## config.mk

```make
export PLATFORM = sky130hd
export DESIGN_NAME = pta_rot_cell
export DESIGN_NICKNAME = d
export VERILOG_FILES = /design/src/hw/rtl/pta_pkg.sv /design/src/hw/rtl/pta_rot_cell.sv
export SDC_FILE = /design/constraint.sdc
export NUM_CORES = 1
export LEC_CHECK = 0
export BUFFER_PORTS_ARGS = -buffer_cell sky130_fd_sc_hd__clkbuf_2
export CORE_MARGIN = 10
export CORE_UTILIZATION = 30
export CTS_CLUSTER_SIZE = 30
export DETAILED_ROUTE_END_ITERATION = 8
export PLACE_DENSITY_LB_ADDON = 0.25
export RECOVER_POWER = 25
export SLEW_MARGIN = 30
export SYNTH_ARGS = -nofsm -noshare
export SYNTH_HDL_FRONTEND = slang
export SYNTH_SLANG_ARGS = --single-unit
```

## constraint.sdc

```tcl
create_clock -name clock -period 9 [get_ports clock]
set_clock_uncertainty 0.1 [all_clocks]
set_input_delay 1.35 -clock clock [delete_from_list [all_inputs] [get_ports clock]]
set_output_delay 1.35 -clock clock [all_outputs]
set_load 0.03 [all_outputs]
```

## src/hw/rtl/pta_pkg.sv

```systemverilog
// ----------------------------------------------------------------------------
// pta_pkg
// Types, constants and helpers for the pan/tilt aiming kinematics pipeline.
// ----------------------------------------------------------------------------
package pta_pkg;

   localparam int NS    = 16;  // cordic iterations per chain
   localparam int PW    = 20;  // position field width
   localparam int AGW   = 17;  // output angle width
   localparam int CW    = 34;  // cordic x/y datapath width
   localparam int AW    = 27;  // internal angle width, 1/65536 degree
   localparam int IDX_W = 5;
   localparam int LW    = 12;  // link length width
   localparam int PRW   = 48;  // length by trig product width
   localparam int DW    = 56;  // magnitude gain product width
   localparam int QW    = 2 * CW;

   typedef logic signed [CW-1:0]  cw_type;
   typedef logic signed [AW-1:0]  ang_type;
   typedef logic signed [PW-1:0]  pos_type;
   typedef logic signed [AGW-1:0] angle_type;
   typedef logic [LW-1:0]         len_type;
   typedef logic signed [PRW-1:0] prod_type;
   typedef logic signed [DW-1:0]  wide_type;
   typedef logic signed [QW-1:0]  quad_type;

   localparam ang_type   DEG90        = 27'sd5898240;
   localparam ang_type   DEG180       = 27'sd11796480;
   localparam cw_type    INV_GAIN_Q30 = 34'sd652032874;
   localparam logic signed [20:0] INV_GAIN_Q20 = 21'sd636751;
   localparam angle_type ANG_LIMIT    = 17'sd46080;

   // register indexes
   localparam logic [2:0] REG_BASE_X   = 3'd0;
   localparam logic [2:0] REG_BASE_Y   = 3'd1;
   localparam logic [2:0] REG_BASE_Z   = 3'd2;
   localparam logic [2:0] REG_LINK_H   = 3'd3;
   localparam logic [2:0] REG_LINK_OFS = 3'd4;
   localparam logic [2:0] REG_LINK_CAM = 3'd5;

   // data that rides along with an item through every stage
   typedef struct packed {
      pos_type tx;
      pos_type ty;
      pos_type tz;
      ang_type pan;
      ang_type tilt;
      cw_type  sp;
      cw_type  cp;
   } side_type;

   typedef struct packed {
      logic     zero;
      cw_type   x;
      cw_type   y;
      ang_type  z;
      side_type side;
   } vec_type;

   typedef struct packed {
      logic     neg;
      cw_type   x;
      cw_type   y;
      ang_type  z;
      side_type side;
   } rot_type;

   // arctangent of 2^-i in 1/65536 degree
   function automatic ang_type atan_lut(input logic [IDX_W-1:0] i);
      ang_type a;
      case (i)
         5'd0:    a = 27'sd2949120;
         5'd1:    a = 27'sd1740967;
         5'd2:    a = 27'sd919879;
         5'd3:    a = 27'sd466945;
         5'd4:    a = 27'sd234379;
         5'd5:    a = 27'sd117304;
         5'd6:    a = 27'sd58666;
         5'd7:    a = 27'sd29335;
         5'd8:    a = 27'sd14668;
         5'd9:    a = 27'sd7334;
         5'd10:   a = 27'sd3667;
         5'd11:   a = 27'sd1833;
         5'd12:   a = 27'sd917;
         5'd13:   a = 27'sd458;
         5'd14:   a = 27'sd229;
         5'd15:   a = 27'sd115;
         5'd16:   a = 27'sd57;
         5'd17:   a = 27'sd29;
         5'd18:   a = 27'sd14;
         5'd19:   a = 27'sd7;
         5'd20:   a = 27'sd4;
         5'd21:   a = 27'sd2;
         5'd22:   a = 27'sd1;
         default: a = '0;
      endcase
      return a;
   endfunction

   // fold the left half plane onto the right one before vectoring
   function automatic vec_type vec_prep(input cw_type x, input cw_type y,
                                        input side_type s);
      vec_type v;
      v.zero = (x == '0) && (y == '0);
      v.side = s;
      if (x < 0) begin
         v.x = -x;
         v.y = -y;
         v.z = (y >= 0) ? DEG180 : -DEG180;
      end else begin
         v.x = x;
         v.y = y;
         v.z = '0;
      end
      return v;
   endfunction

   // bring the angle into +-90 degrees, remember the sign flip
   function automatic rot_type rot_prep(input ang_type z, input side_type s);
      rot_type r;
      r.side = s;
      r.x    = INV_GAIN_Q30;
      r.y    = '0;
      if (z > DEG90) begin
         r.z   = z - DEG180;
         r.neg = 1'b1;
      end else if (z < -DEG90) begin
         r.z   = z + DEG180;
         r.neg = 1'b1;
      end else begin
         r.z   = z;
         r.neg = 1'b0;
      end
      return r;
   endfunction

   function automatic pos_type sat_pos(input cw_type v);
      cw_type hi;
      cw_type lo;
      hi = cw_type'((64'sd1 <<< (PW - 1)) - 64'sd1);
      lo = -cw_type'(64'sd1 <<< (PW - 1));
      if (v > hi)
         return pos_type'(hi);
      else if (v < lo)
         return pos_type'(lo);
      return pos_type'(v);
   endfunction

   function automatic angle_type sat_ang(input ang_type v);
      if (v > ang_type'(ANG_LIMIT))
         return ANG_LIMIT;
      else if (v < -ang_type'(ANG_LIMIT))
         return -ANG_LIMIT;
      return angle_type'(v);
   endfunction

endpackage

```

## src/hw/rtl/pta_rot_cell.sv

```systemverilog
// ----------------------------------------------------------------------------
// pta_rot_cell
// One rotation cordic iteration: turns the vector, drives the angle to zero.
// ----------------------------------------------------------------------------
module pta_rot_cell (
   input  logic                      clock,
   input  logic                      reset,
   input  logic                      en,
   input  logic [pta_pkg::IDX_W-1:0] idx,
   input  logic                      in_valid,
   input  pta_pkg::rot_type          in_data,
   output logic                      out_valid,
   output pta_pkg::rot_type          out_data
);
   import pta_pkg::*;

   rot_type cell_ff, cell_in;
   logic    valid_ff;
   cw_type  dx, dy;
   ang_type da;

   // shift-add step, direction from the sign of the residual angle
   always_comb begin
      dx      = in_data.y >>> idx;
      dy      = in_data.x >>> idx;
      da      = atan_lut(idx);
      cell_in = in_data;
      if (in_data.z >= 0) begin
         cell_in.x = in_data.x - dx;
         cell_in.y = in_data.y + dy;
         cell_in.z = in_data.z - da;
      end else begin
         cell_in.x = in_data.x + dx;
         cell_in.y = in_data.y - dy;
         cell_in.z = in_data.z + da;
      end
   end

   always_ff @(posedge clock) begin
      if (reset)
         valid_ff <= 1'b0;
      else if (en)
         valid_ff <= in_valid;
   end

   always_ff @(posedge clock) begin
      if (en)
         cell_ff <= cell_in;
   end

   assign out_valid = valid_ff;
   assign out_data  = cell_ff;
endmodule

```

# [Yosys cells after proc, flatten, opt, wreduce, memory -nomap -nowiden]
# Memories as Yosys holds them, arrays and structs flattened.
# Cells that the tools add are included.
[classes] addsub=6 order_cmp=1 n_mux=1 n_shift=2
[ops] operator="two-way mux 95 bit" n=1
[ops] operator="adder 34 bit" n=2
[ops] operator=">>> shifter 34 x 5 -> 34 bit" n=2
[ops] operator="subtractor 34 bit" n=2
[ops] operator="adder 27 bit" n=1
[ops] operator=">= comparator 27 x 1 -> 1 bit, second input constant" n=1
[ops] operator="subtractor 27 bit" n=1
[word_totals] ff_bits=279 mem_count=1 word_cells=23 input_bits=287 rom_bits=704
[memory_table] name="(no name shown)" words=32 width=22 read_ports=1 rd_ports_with_merged_regs=0 wr=0 line="pta_pkg.sv:71" rtl="case (i)"

# [Depth between registers and ports, before layout]
[depth] depth_word=3 mapped_depth=28 mapped_depth_nobuf=22

# [Worst setup path before layout]
# Ideal clock, no wire load.
[synth_path] kind="input port to flip-flop" startpoint="input port idx[1] (netlist name)" endpoint="register cell_ff, in the netlist out_data[208], data pin" cell_stages=27 required_time_ns=8.631 t_arrival_ns=6.943 setup_slack_ns=1.688 n_path_buf=5 setup_time_ns=0.269 cell_sequence="buf_2 -> inv_2 -> buf_1 -> buf_1 -> buf_2 -> ha_1 -> inv_1 -> o211a_1 -> a211oi_1 -> a31oi_1 -> ha_1 -> nand2_1 -> or3_1 -> or2_1 -> clkbuf_1 -> o31ai_1 -> xor2_1 -> ha_1 -> a21o_1 -> a21o_1 -> a21oi_1 -> o22a_1 -> o311ai_0 -> a311o_1 -> a21o_1 -> a21oi_1 -> xor2_1"
[synth_rtl] item="from (decl)" line="pta_rot_cell.sv:9" rtl="input logic [pta_pkg::IDX_W-1:0] idx,"
[synth_rtl] item="to (signal assigned)" line="pta_rot_cell.sv:48" rtl="cell_ff <= cell_in;"
[synth_rtl] item="to (decl)" line="pta_rot_cell.sv:17" rtl="rot_type cell_ff, cell_in;"

==> impl_results.md <==
* Status: finished, violations left
* Failing checks: max-capacitance violations, max-slew violations
* Reg clk slew, reported paths at 0.06 ns
* Max Clock Freq at 134 MHz
* Commonest non-fill, non-tap cell in the layout: clkbuf_2
* Synthesis-to-finish area growth at 22.9%
* Vert. Die Dim at 282 um
* Starting density of the core at 30.4%
* Post-Synthesis Cells at 1825
* Worst Path Required at 9.30 ns
* Residual DRC count at 0
* # clock sinks at 279
* Design area at 25200 sq um
* Num CTS Buffers at 36
* Synth Flop Type: edfxtp_1
* Final Hold Violating Endpoints at 0
* Final min period at 7.48 ns
* CTS tree: done
* Vias per inst at 5.60
* Filler cells at 6717
* Worst Path Arrival at 7.78 ns
* Clk Latency, worst-skew pair at 0.54 ns
* Clock root cell: clkbuf_16
* Post-Syn Area at 20500 sq um
* Max FO, Critical Path at 77
* Ys async rst share at 0%
* GRT overflow at 0
* Gate power share at 39.0%
* Hold Path Class: register to register
* Share of cells above drive strength 1 at 32.2%
* Post-CTS Hold Fix Bufs at 0
* Number of synthesis warnings at 0
* Worst vdd ir at 0.114 mV
* GRT Util Overall at 21.4%
* Final HPWL DP at 71.7 mm
* Sw power at 1.93 mW
* Slew HR at -52.3%
* Endpoints failing setup at 0
* Initial antenna violation count at 16
* Post-synth EDFFs at 278
* Largest net degree at the start of global routing at 159
* Beginning of the critical path: idx[0]
* Startpoint types: input port
* Register area share after synthesis at 40.7%
* Max cap viols at 1
* DIE AREA at 79300 sq um
* Placer Congestion at 0.969
* Clock power share at 26.7%
* Nets at 2756
* Hold_sp: out_valid
* First drt pass iteration count at 6
* Switch share at 38.0%
* Syn_area_per_cell at 11.3 sq um
* Cell-internal power at 3.15 mW
* Final core occ at 37.4%
* CP endpoint kind: register
* Clock Tree Buf Depth at 3
* Avg WL per Cell at 27.3 um
* Setup_tns at 0 ns
* Global-route wire length before repair at 126 mm
* CP Class: input port to register
* 1st-iter DRT viols at 1827
* Max Slew Vio Count at 36
* Synth Register Bits at 279
* Row count at 95
* Worst r2r src: out_valid
* Post-synth top area cell: edfxtp_1
* Postcts setup bufs at 0
* Cell Area, Placed at 24100 sq um
* Static Leakage at 10.5 nW
* Final WL at 89.1 mm
* IO Pins at 566
* Reg power frac at 34.3%
* Port buffer count at 565
* Post-synth top area share at 40.7%
* Slew of the pin with the lowest slew margin at 2.28 ns
* Largest cells by area after synthesis: edfxtp_1 41%, mux4_2 9.0%, ha_1 6.1%
* Most frequent cells in the layout: 543 x clkbuf_2, 278 x edfxtp_1, 147 x nand2_1, 132 x nor2_1, 116 x a21oi_1
* RSZ-0062 raised after global routing: false
* Die width at 282 um
* Post-synth net total at 2215
* Vias in the first global route at 17.9k
* DRT antenna net count at 0
* P per Cell Area at 201 nW/um^2
* Crit share post-route at 83.1%
* DR vias at 18.3k
* R2R setup slack at 8.32 ns
* Yosys cell types at 92
* Resize count post-CTS at 0
* CTS HTree Levels at 2
* Core area at 67500 sq um
## cell families after synthesis
family	count (synthesis)	share of synthesized area (%)
multiplexers	191	15.8
XOR/XNOR	156	6.65
AND/OR/NAND/NOR	480	11.3
flip-flops	279	40.7
adder cells (fa/ha/maj)	103	6.39
buffers and inverters	141	3.86
AO/OA/AOI/OAI	475	15.3
## final timing paths
| check | cells past startpoint | end |
|---|---|---|
| worst min register to register | 2 | out_valid |
| worst max-delay path | 19 | out_data[273] |
| worst min-delay path | 2 | out_valid |
| worst max register to register | 2 | out_valid |
## stage by stage
stage               cells  total power [mW]  setup slack (ns)  hold WS [ns]
finish               3265              5.08              1.52         0.406
global placement     3199              3.74              1.04         0.393
detailed placement   3199              3.75              1.02         0.395
global route         3262              5.36              1.05         0.458
CTS                  3259              5.16              1.58         0.409
floorplan            1825              3.10              1.69         0.530
## sequential cells by signal, indices dropped and copies added (netlist names)
register and cells:
out_data 278, out_valid 1
## synth_stat cells (20+ instances only)
library cell / n
clkbuf_1: 31
mux2_2: 31
nor3_1: 20
nor2b_1: 21
ha_1: 100
mux4_2: 82
nand2b_1: 25
o21ai_0: 103
xor2_1: 68
inv_1: 46
buf_2: 23
xnor2_1: 88
a211oi_1: 21
mux2i_1: 60
a21o_1: 48
nand3_1: 37
edfxtp_1: 278
nor2_1: 132
nand2_1: 147
a21oi_1: 116
## power by group through the flow
stage	combinational, mW	clock, mW	sequential (mW)
5_1_grt	2.14	1.46	1.76
4_1_cts	2.00	1.42	1.75
2_1_floorplan	0.945	0	2.15
6_report	1.98	1.36	1.74
3_5_place_dp	1.98	0	1.77
3_3_place_gp	1.98	0	1.77
## routing by layer
| metal | wire [um] | vias to the layer above | track usage (%) |
|---|---|---|---|
| li1 | - | 8156 | - |
| met1 | 32500 | 8995 | 24.1 |
| met2 | 44600 | 939 | 37.9 |
| met3 | 8520 | 172 | 6.19 |
| met4 | 3310 | 20 | 7.53 |
| met5 | 136 | - | 0 |
## worst max-delay path: stages
cell	delay, ns
buf_6	0.60
mux2_2	0.41
mux4_2	0.52
a2111oi_2	0.72
nand4b_1	0.31
or2_2	0.40
o41ai_1	0.39
xor2_1	0.20
ha_1	0.32
a21oi_1	0.16
o21ai_0	0.10
a41oi_1	0.16
o21ai_0	0.19
a221oi_1	0.51
o211ai_1	0.22
a32oi_1	0.33
o21ai_0	0.27
or3_1	0.41
nand4_1	0.09
## area by class of cell
class | count | area [sq um] | share of cell area, %
timing repair buffer | 597 | 3130 | 12.4
inverter | 47 | 176 | 0.699
tap | 873 | 1090 | 4.33
clock buffer | 41 | 920 | 3.64
clock inverter | 19 | 169 | 0.669
sequential | 279 | 8370 | 33.1
multi-input combinational | 1405 | 11400 | 45.1
antenna | 4 | 10.0 | 0.0397
(Power assumes the default switching activity.)
