**src/hw/rtl/pta_pkg.sv**
```systemverilog
// ----------------------------------------------------------------------------
// pta_pkg
// Types, constants and helpers for the pan/tilt aiming kinematics pipeline.
// ----------------------------------------------------------------------------
package pta_pkg;

   localparam int NS    = 16;  // cordic iterations per chain
   localparam int PW    = 20;  // position field width
   localparam int AGW   = 17;  // output angle width
   localparam int CW    = 34;  // cordic x/y datapath width
   localparam int AW    = 27;  // internal angle width, 1/65536 degree
   localparam int IDX_W = 5;
   localparam int LW    = 12;  // link length width
   localparam int PRW   = 48;  // length by trig product width
   localparam int DW    = 56;  // magnitude gain product width
   localparam int QW    = 2 * CW;

   typedef logic signed [CW-1:0]  cw_type;
   typedef logic signed [AW-1:0]  ang_type;
   typedef logic signed [PW-1:0]  pos_type;
   typedef logic signed [AGW-1:0] angle_type;
   typedef logic [LW-1:0]         len_type;
   typedef logic signed [PRW-1:0] prod_type;
   typedef logic signed [DW-1:0]  wide_type;
   typedef logic signed [QW-1:0]  quad_type;

   localparam ang_type   DEG90        = 27'sd5898240;
   localparam ang_type   DEG180       = 27'sd11796480;
   localparam cw_type    INV_GAIN_Q30 = 34'sd652032874;
   localparam logic signed [20:0] INV_GAIN_Q20 = 21'sd636751;
   localparam angle_type ANG_LIMIT    = 17'sd46080;

   // register indexes
   localparam logic [2:0] REG_BASE_X   = 3'd0;
   localparam logic [2:0] REG_BASE_Y   = 3'd1;
   localparam logic [2:0] REG_BASE_Z   = 3'd2;
   localparam logic [2:0] REG_LINK_H   = 3'd3;
   localparam logic [2:0] REG_LINK_OFS = 3'd4;
   localparam logic [2:0] REG_LINK_CAM = 3'd5;

   // data that rides along with an item through every stage
   typedef struct packed {
      pos_type tx;
      pos_type ty;
      pos_type tz;
      ang_type pan;
      ang_type tilt;
      cw_type  sp;
      cw_type  cp;
   } side_type;

   typedef struct packed {
      logic     zero;
      cw_type   x;
      cw_type   y;
      ang_type  z;
      side_type side;
   } vec_type;

   typedef struct packed {
      logic     neg;
      cw_type   x;
      cw_type   y;
      ang_type  z;
      side_type side;
   } rot_type;

   // arctangent of 2^-i in 1/65536 degree
   function automatic ang_type atan_lut(input logic [IDX_W-1:0] i);
      ang_type a;
      case (i)
         5'd0:    a = 27'sd2949120;
         5'd1:    a = 27'sd1740967;
         5'd2:    a = 27'sd919879;
         5'd3:    a = 27'sd466945;
         5'd4:    a = 27'sd234379;
         5'd5:    a = 27'sd117304;
         5'd6:    a = 27'sd58666;
         5'd7:    a = 27'sd29335;
         5'd8:    a = 27'sd14668;
         5'd9:    a = 27'sd7334;
         5'd10:   a = 27'sd3667;
         5'd11:   a = 27'sd1833;
         5'd12:   a = 27'sd917;
         5'd13:   a = 27'sd458;
         5'd14:   a = 27'sd229;
         5'd15:   a = 27'sd115;
         5'd16:   a = 27'sd57;
         5'd17:   a = 27'sd29;
         5'd18:   a = 27'sd14;
         5'd19:   a = 27'sd7;
         5'd20:   a = 27'sd4;
         5'd21:   a = 27'sd2;
         5'd22:   a = 27'sd1;
         default: a = '0;
      endcase
      return a;
   endfunction

   // fold the left half plane onto the right one before vectoring
   function automatic vec_type vec_prep(input cw_type x, input cw_type y,
                                        input side_type s);
      vec_type v;
      v.zero = (x == '0) && (y == '0);
      v.side = s;
      if (x < 0) begin
         v.x = -x;
         v.y = -y;
         v.z = (y >= 0) ? DEG180 : -DEG180;
      end else begin
         v.x = x;
         v.y = y;
         v.z = '0;
      end
      return v;
   endfunction

   // bring the angle into +-90 degrees, remember the sign flip
   function automatic rot_type rot_prep(input ang_type z, input side_type s);
      rot_type r;
      r.side = s;
      r.x    = INV_GAIN_Q30;
      r.y    = '0;
      if (z > DEG90) begin
         r.z   = z - DEG180;
         r.neg = 1'b1;
      end else if (z < -DEG90) begin
         r.z   = z + DEG180;
         r.neg = 1'b1;
      end else begin
         r.z   = z;
         r.neg = 1'b0;
      end
      return r;
   endfunction

   function automatic pos_type sat_pos(input cw_type v);
      cw_type hi;
      cw_type lo;
      hi = cw_type'((64'sd1 <<< (PW - 1)) - 64'sd1);
      lo = -cw_type'(64'sd1 <<< (PW - 1));
      if (v > hi)
         return pos_type'(hi);
      else if (v < lo)
         return pos_type'(lo);
      return pos_type'(v);
   endfunction

   function automatic angle_type sat_ang(input ang_type v);
      if (v > ang_type'(ANG_LIMIT))
         return ANG_LIMIT;
      else if (v < -ang_type'(ANG_LIMIT))
         return -ANG_LIMIT;
      return angle_type'(v);
   endfunction

endpackage

```
**src/hw/rtl/pta_vec_cell.sv**
```systemverilog
// ----------------------------------------------------------------------------
// pta_vec_cell
// One vectoring cordic iteration: drives y toward zero, sums the angle.
// ----------------------------------------------------------------------------
module pta_vec_cell (
   input  logic                      clock,
   input  logic                      reset,
   input  logic                      en,
   input  logic [pta_pkg::IDX_W-1:0] idx,
   input  logic                      in_valid,
   input  pta_pkg::vec_type          in_data,
   output logic                      out_valid,
   output pta_pkg::vec_type          out_data
);
   import pta_pkg::*;

   vec_type cell_ff, cell_in;
   logic    valid_ff;
   cw_type  dx, dy;
   ang_type da;

   // shift-add step, direction from the sign of y
   always_comb begin
      dx      = in_data.y >>> idx;
      dy      = in_data.x >>> idx;
      da      = atan_lut(idx);
      cell_in = in_data;
      if (in_data.y >= 0) begin
         cell_in.x = in_data.x + dx;
         cell_in.y = in_data.y - dy;
         cell_in.z = in_data.z + da;
      end else begin
         cell_in.x = in_data.x - dx;
         cell_in.y = in_data.y + dy;
         cell_in.z = in_data.z - da;
      end
   end

   always_ff @(posedge clock) begin
      if (reset)
         valid_ff <= 1'b0;
      else if (en)
         valid_ff <= in_valid;
   end

   always_ff @(posedge clock) begin
      if (en)
         cell_ff <= cell_in;
   end

   assign out_valid = valid_ff;
   assign out_data  = cell_ff;
endmodule

```
**config.mk**
```make
export PLATFORM = sky130hd
export DESIGN_NAME = pta_vec_cell
export DESIGN_NICKNAME = d
export VERILOG_FILES = /design/src/hw/rtl/pta_pkg.sv /design/src/hw/rtl/pta_vec_cell.sv
export SDC_FILE = /design/constraint.sdc
export NUM_CORES = 1
export LEC_CHECK = 0
export BUFFER_PORTS_ARGS = -buffer_cell sky130_fd_sc_hd__buf_2
export CAP_MARGIN = 30
export CORE_ASPECT_RATIO = 0.8
export CORE_MARGIN = 4
export CORE_UTILIZATION = 30
export DETAILED_ROUTE_END_ITERATION = 6
export PLACE_DENSITY = 0.47
export SYNTH_ARGS = -nofsm -noshare
export SYNTH_HDL_FRONTEND = slang
export SYNTH_SLANG_ARGS = --single-unit
```
**constraint.sdc**
```tcl
create_clock -name clock -period 12.8 [get_ports clock]
set_input_delay 3.84 -clock clock [delete_from_list [all_inputs] [get_ports clock]]
set_output_delay 3.84 -clock clock [all_outputs]
set_load 0.05 [all_outputs]
```
## Yosys cells after proc, flatten, opt, wreduce, memory -nomap -nowiden

Memory sizes are Yosys's and may differ from the RTL's.
Index checks and enable logic that the tools add are counted.

- Muxes and demuxes: 1
- Shifts and indexed selects: 2
- Order comparisons: 1
- $add $sub $neg: 6

Operator list:

| operator | count |
|---|---|
| $mux 95 | 1 |
| $add 34x34->34 | 2 |
| $sshr 34x5->34 | 2 |
| $sub 34x34->34 | 2 |
| $ge 34x1->1 const B | 1 |
| $add 27x27->27 | 1 |
| $sub 27x27->27 | 1 |

- Register bits after elaboration: 279
- Memory bits (read-only): 704
- Output and inout port bits: 279
- Memories: 1
- Input port bits: 287

Memory list:

| memory | depth | bits a word | read ports | clocked after memory_dff | wr ports | RTL line | RTL |
|---|---|---|---|---|---|---|---|
| (name not given) | 32 | 22 | 1 | 0 | 0 | pta_pkg.sv:71 | `case (i)` |

## Depth between registers and ports, before layout

- Depth after elaboration: 3
- Depth in mapped cells: 31
- Depth with buffers taken out: 23

## Worst setup path after synthesis

OpenSTA, ideal clock, no wires.

- Path kind: input-to-reg
- Start: input idx[1] in the netlist's numbering
- End: register cell_ff (netlist bit out_data[208]) (data pin)
- Cell stages on the path: 22
- Required time: 12542 ps
- Library setup time: 258 ps
- Path buffers: 5
- Arrival: 9812 ps
- Slack: 2731 ps
- Cell sequence: inv_1 -> buf_2 -> buf_2 -> buf_2 -> buf_2 -> buf_2 -> ha_1 -> mux4_2 -> a22oi_1 -> nand4_1 -> or4_1 -> and2_1 -> xor2_1 -> ha_1 -> and3_1 -> a221o_1 -> a31oi_1 -> a211oi_1 -> or4_1 -> a2111oi_0 -> o31a_1 -> xnor2_1

RTL lines:

| element | RTL line | RTL |
|---|---|---|
| start: declaration | pta_vec_cell.sv:9 | `input logic [pta_pkg::IDX_W-1:0] idx,` |
| end signal: assignment | pta_vec_cell.sv:48 | `cell_ff <= cell_in;` |
| end: declaration | pta_vec_cell.sv:17 | `vec_type cell_ff, cell_in;` |

==> run summary <==
Initial DRC Count: 1364
Hold_buf cts: 0
Max-slew violations: 0
Post-synth EDFFs: 278
FF-to-FF path depth: 2
Syn-to-layout area delta: 23.7%
Worst relative slew slack: 0.140
RSZ-0062 raised after global routing: false
Row count: 85
First-pass GRT wire length: 118000 um
CTS HTree Levels: 1
Vias in the first global route: 17279
Core Region: 0.0672 mm2
Dpl hpwl: 65400 um
Status: complete, but fails checks
Worst setup EP type: flop
Hold Path Stages: 2
Hold EP: out_valid
Die ar.: 0.0720 mm2
Crit-path max FO: 74
Initial core utilization: 0.302
Sequential share of the synthesized area: 0.412
Final setup fails: 0
Skew final: 0 ns
Resized cells post-CTS: 0
Largest area contributor in the netlist: edfxtp_1
Setup bufs post-CTS: 0
WL/cell: 25.1 um
R2R Setup Slk: 12.22 ns
Leakage: 10.4 nW
Die extent in y: 241 um
Overflow after GRT: 0
CTS clk-pin slew, worst paths: 0.06 ns
Buffer depth of the longest clock path: 3
Worst min path class: reg -> reg
Largest net degree at the start of global routing: 83
Hold Crit Start: out_valid
Fin. Hold Viols: 0
Worst r2r src: out_valid
Via count: 17921
Synth unique cells: 95
# IOs: 566
CP startpoint: idx[0]
GPL Wtd Cong: 0.967
Critical path arrival: 10.97 ns
Ys async rst share: 0
WS Path Type: in -> reg
Failing checks: DRC
Clock root cell: clkbuf_16
Worst Slack Setup Final: 2.17 ns
Initial antenna violation count: 17
Placement Setup Slack: 1.56 ns
Syn nets: 2219
Clock sink count: 279
Remaining DRCs: 3
Slew @ Worst Pin: 1.29 ns
Final net count: 2765
Gr usage total: 0.218
Count of state elements after synthesis: 279
Max cap viols: 0
VDD IR max: 0.108 mV
Most frequent cell after synthesis: edfxtp_1
Achievable frequency: 94.0 MHz
R2r endpoint: out_valid
Period minus WS final: 10.63 ns
Share of cells above drive strength 1: 0.328
Antenna viol nets, final: 0
Ranking of synthesized cells by area: edfxtp_1, mux4_2, ha_1
Worst Path Required: 13.14 ns
Yosys top cell area share: 0.411
DRT Wirelength: 83300 um
CTS tree: built
Synth Area per Inst: 11.1 um2
Synth warn: 0
Setup TNS: 0 ns
Die W: 299 um
Drt pass-1 iters: 7
Inserted Clock Buffers: 31
Post-Synthesis Cells: 1829
Power per cell area: 145 mW/mm2
Crit path launch type: input port
Total Power: 0.00364 W
Port Buf Inserts: 565
Post-Syn Area: 0.0203 mm2
Synth Flop Type: edfxtp_1
Commonest cells post-synth: edfxtp_1, nand2_1, nor2_1, a21oi_1, xnor2_1
Skew-Pair Late Insertion Delay: 0.58 ns
Vias per cell: 5.40
Tcrit/Tclk final: 0.831
-- cell families (layout without fill, tap and decap cells) --
logic type               after synthesis  count (layout)  share of synthesized area
AO/OA/AOI/OAI                        498             498                      0.165
AND/OR/NAND/NOR                      467             467                      0.112
flip-flops                           279             279                      0.412
multiplexers                         187             187                      0.144
XOR/XNOR                             159             159                     0.0692
buffers and inverters                136             706                     0.0336
adder cells (fa/ha/maj)              103             103                     0.0646
other                                  0               6                          0
-- critical path, stage by stage --
cell and delay [ns]:
buf_6 0.58, buf_4 0.49, mux4_2 0.54, mux2i_1 0.41, o22ai_1 0.14, nor3_1 0.57
ha_1 0.35, nor2_1 0.10, a21oi_1 0.09, ha_1 0.33, a211o_1 0.33, a2111oi_0 0.60
o31ai_1 0.27, a221o_1 0.40, a31oi_1 0.36, o211ai_1 0.21, a2111oi_0 0.68, o31ai_1 0.24
o31ai_1 0.28, xnor2_1 0.10
-- final cells by class --
| cell class | count | area (um2) |
|---|---|---|
| Tap cell | 913 | 1140 |
| Antenna cell | 6 | 15.0 |
| Inverter | 47 | 176 |
| Timing Repair Buffer | 602 | 3180 |
| Multi-Input combinational cell | 1414 | 11300 |
| Fill cell | 6703 | 42100 |
| Clock buffer | 44 | 855 |
| Clock inverter | 13 | 138 |
| Sequential cell | 279 | 8370 |
-- placed cells by master, fill, tap and decap left out, types with 8 or more instances in the layout --
| cell | n |
|---|---|
| mux4_1 | 15 |
| nor3_1 | 25 |
| xor2_1 | 54 |
| clkbuf_1 | 10 |
| nand3_1 | 25 |
| or2_2 | 12 |
| a211oi_1 | 21 |
| nand2_1 | 143 |
| clkbuf_16 | 31 |
| a31oi_1 | 25 |
| and3_1 | 15 |
| or3_1 | 19 |
| nand2b_1 | 31 |
| o22ai_1 | 22 |
| inv_1 | 43 |
| xnor2_1 | 104 |
| a21o_1 | 47 |
| buf_2 | 562 |
| o21ai_0 | 91 |
| o211ai_1 | 8 |
| o21a_1 | 18 |
| mux2i_1 | 68 |
| a211o_1 | 8 |
| o31ai_1 | 24 |
| mux4_2 | 60 |
| a21oi_1 | 123 |
| o21bai_1 | 13 |
| buf_4 | 35 |
| ha_1 | 100 |
| edfxtp_1 | 278 |
| and2_1 | 11 |
| nor2b_1 | 24 |
| nor2_1 | 129 |
| mux2_2 | 38 |
| o221ai_1 | 8 |
-- registers in the layout, summed over array words and instances, names as in the netlist --
| signal | flops |
|---|---|
| out_data | 278 |
| out_valid | 1 |
-- report_power, final --
group	total (W)	internal (W)	leakage, nW	switching (W)
combinational	0.00154	0.000465	7.18	0.00108
sequential	0.00121	0.00118	2.73	0.0000320
clock	0.000883	0.000505	0.486	0.000378
total	0.00364	0.00215	10.4	0.00149
-- layer usage --
layer,track usage,share of wire
met4,0.0611,0.028
met2,0.347,0.45
met3,0.0648,0.098
met1,0.289,0.42
met5,0,0.00059
-- worst max-delay path by stage --
stage	to	slack (ns)
floorplan	out_data[208]	2.73
global placement	out_data[276]	1.52
detailed placement	out_data[276]	1.56
CTS	out_data[276]	2.20
global route	out_data[276]	1.60
finish	out_data[276]	2.17
-- stage by stage --
step	utilization	cell area [um2]	hold slack, ns	cells
global route	0.374	25100	0.542	3317
finish	0.374	25100	0.500	3318
detailed placement	0.358	24100	0.493	3253
global placement	0.358	24100	0.484	3252
floorplan	-	20300	0.733	1829
CTS	0.373	25100	0.507	3310
No activity file was read; power rests on OpenSTA's default activity.
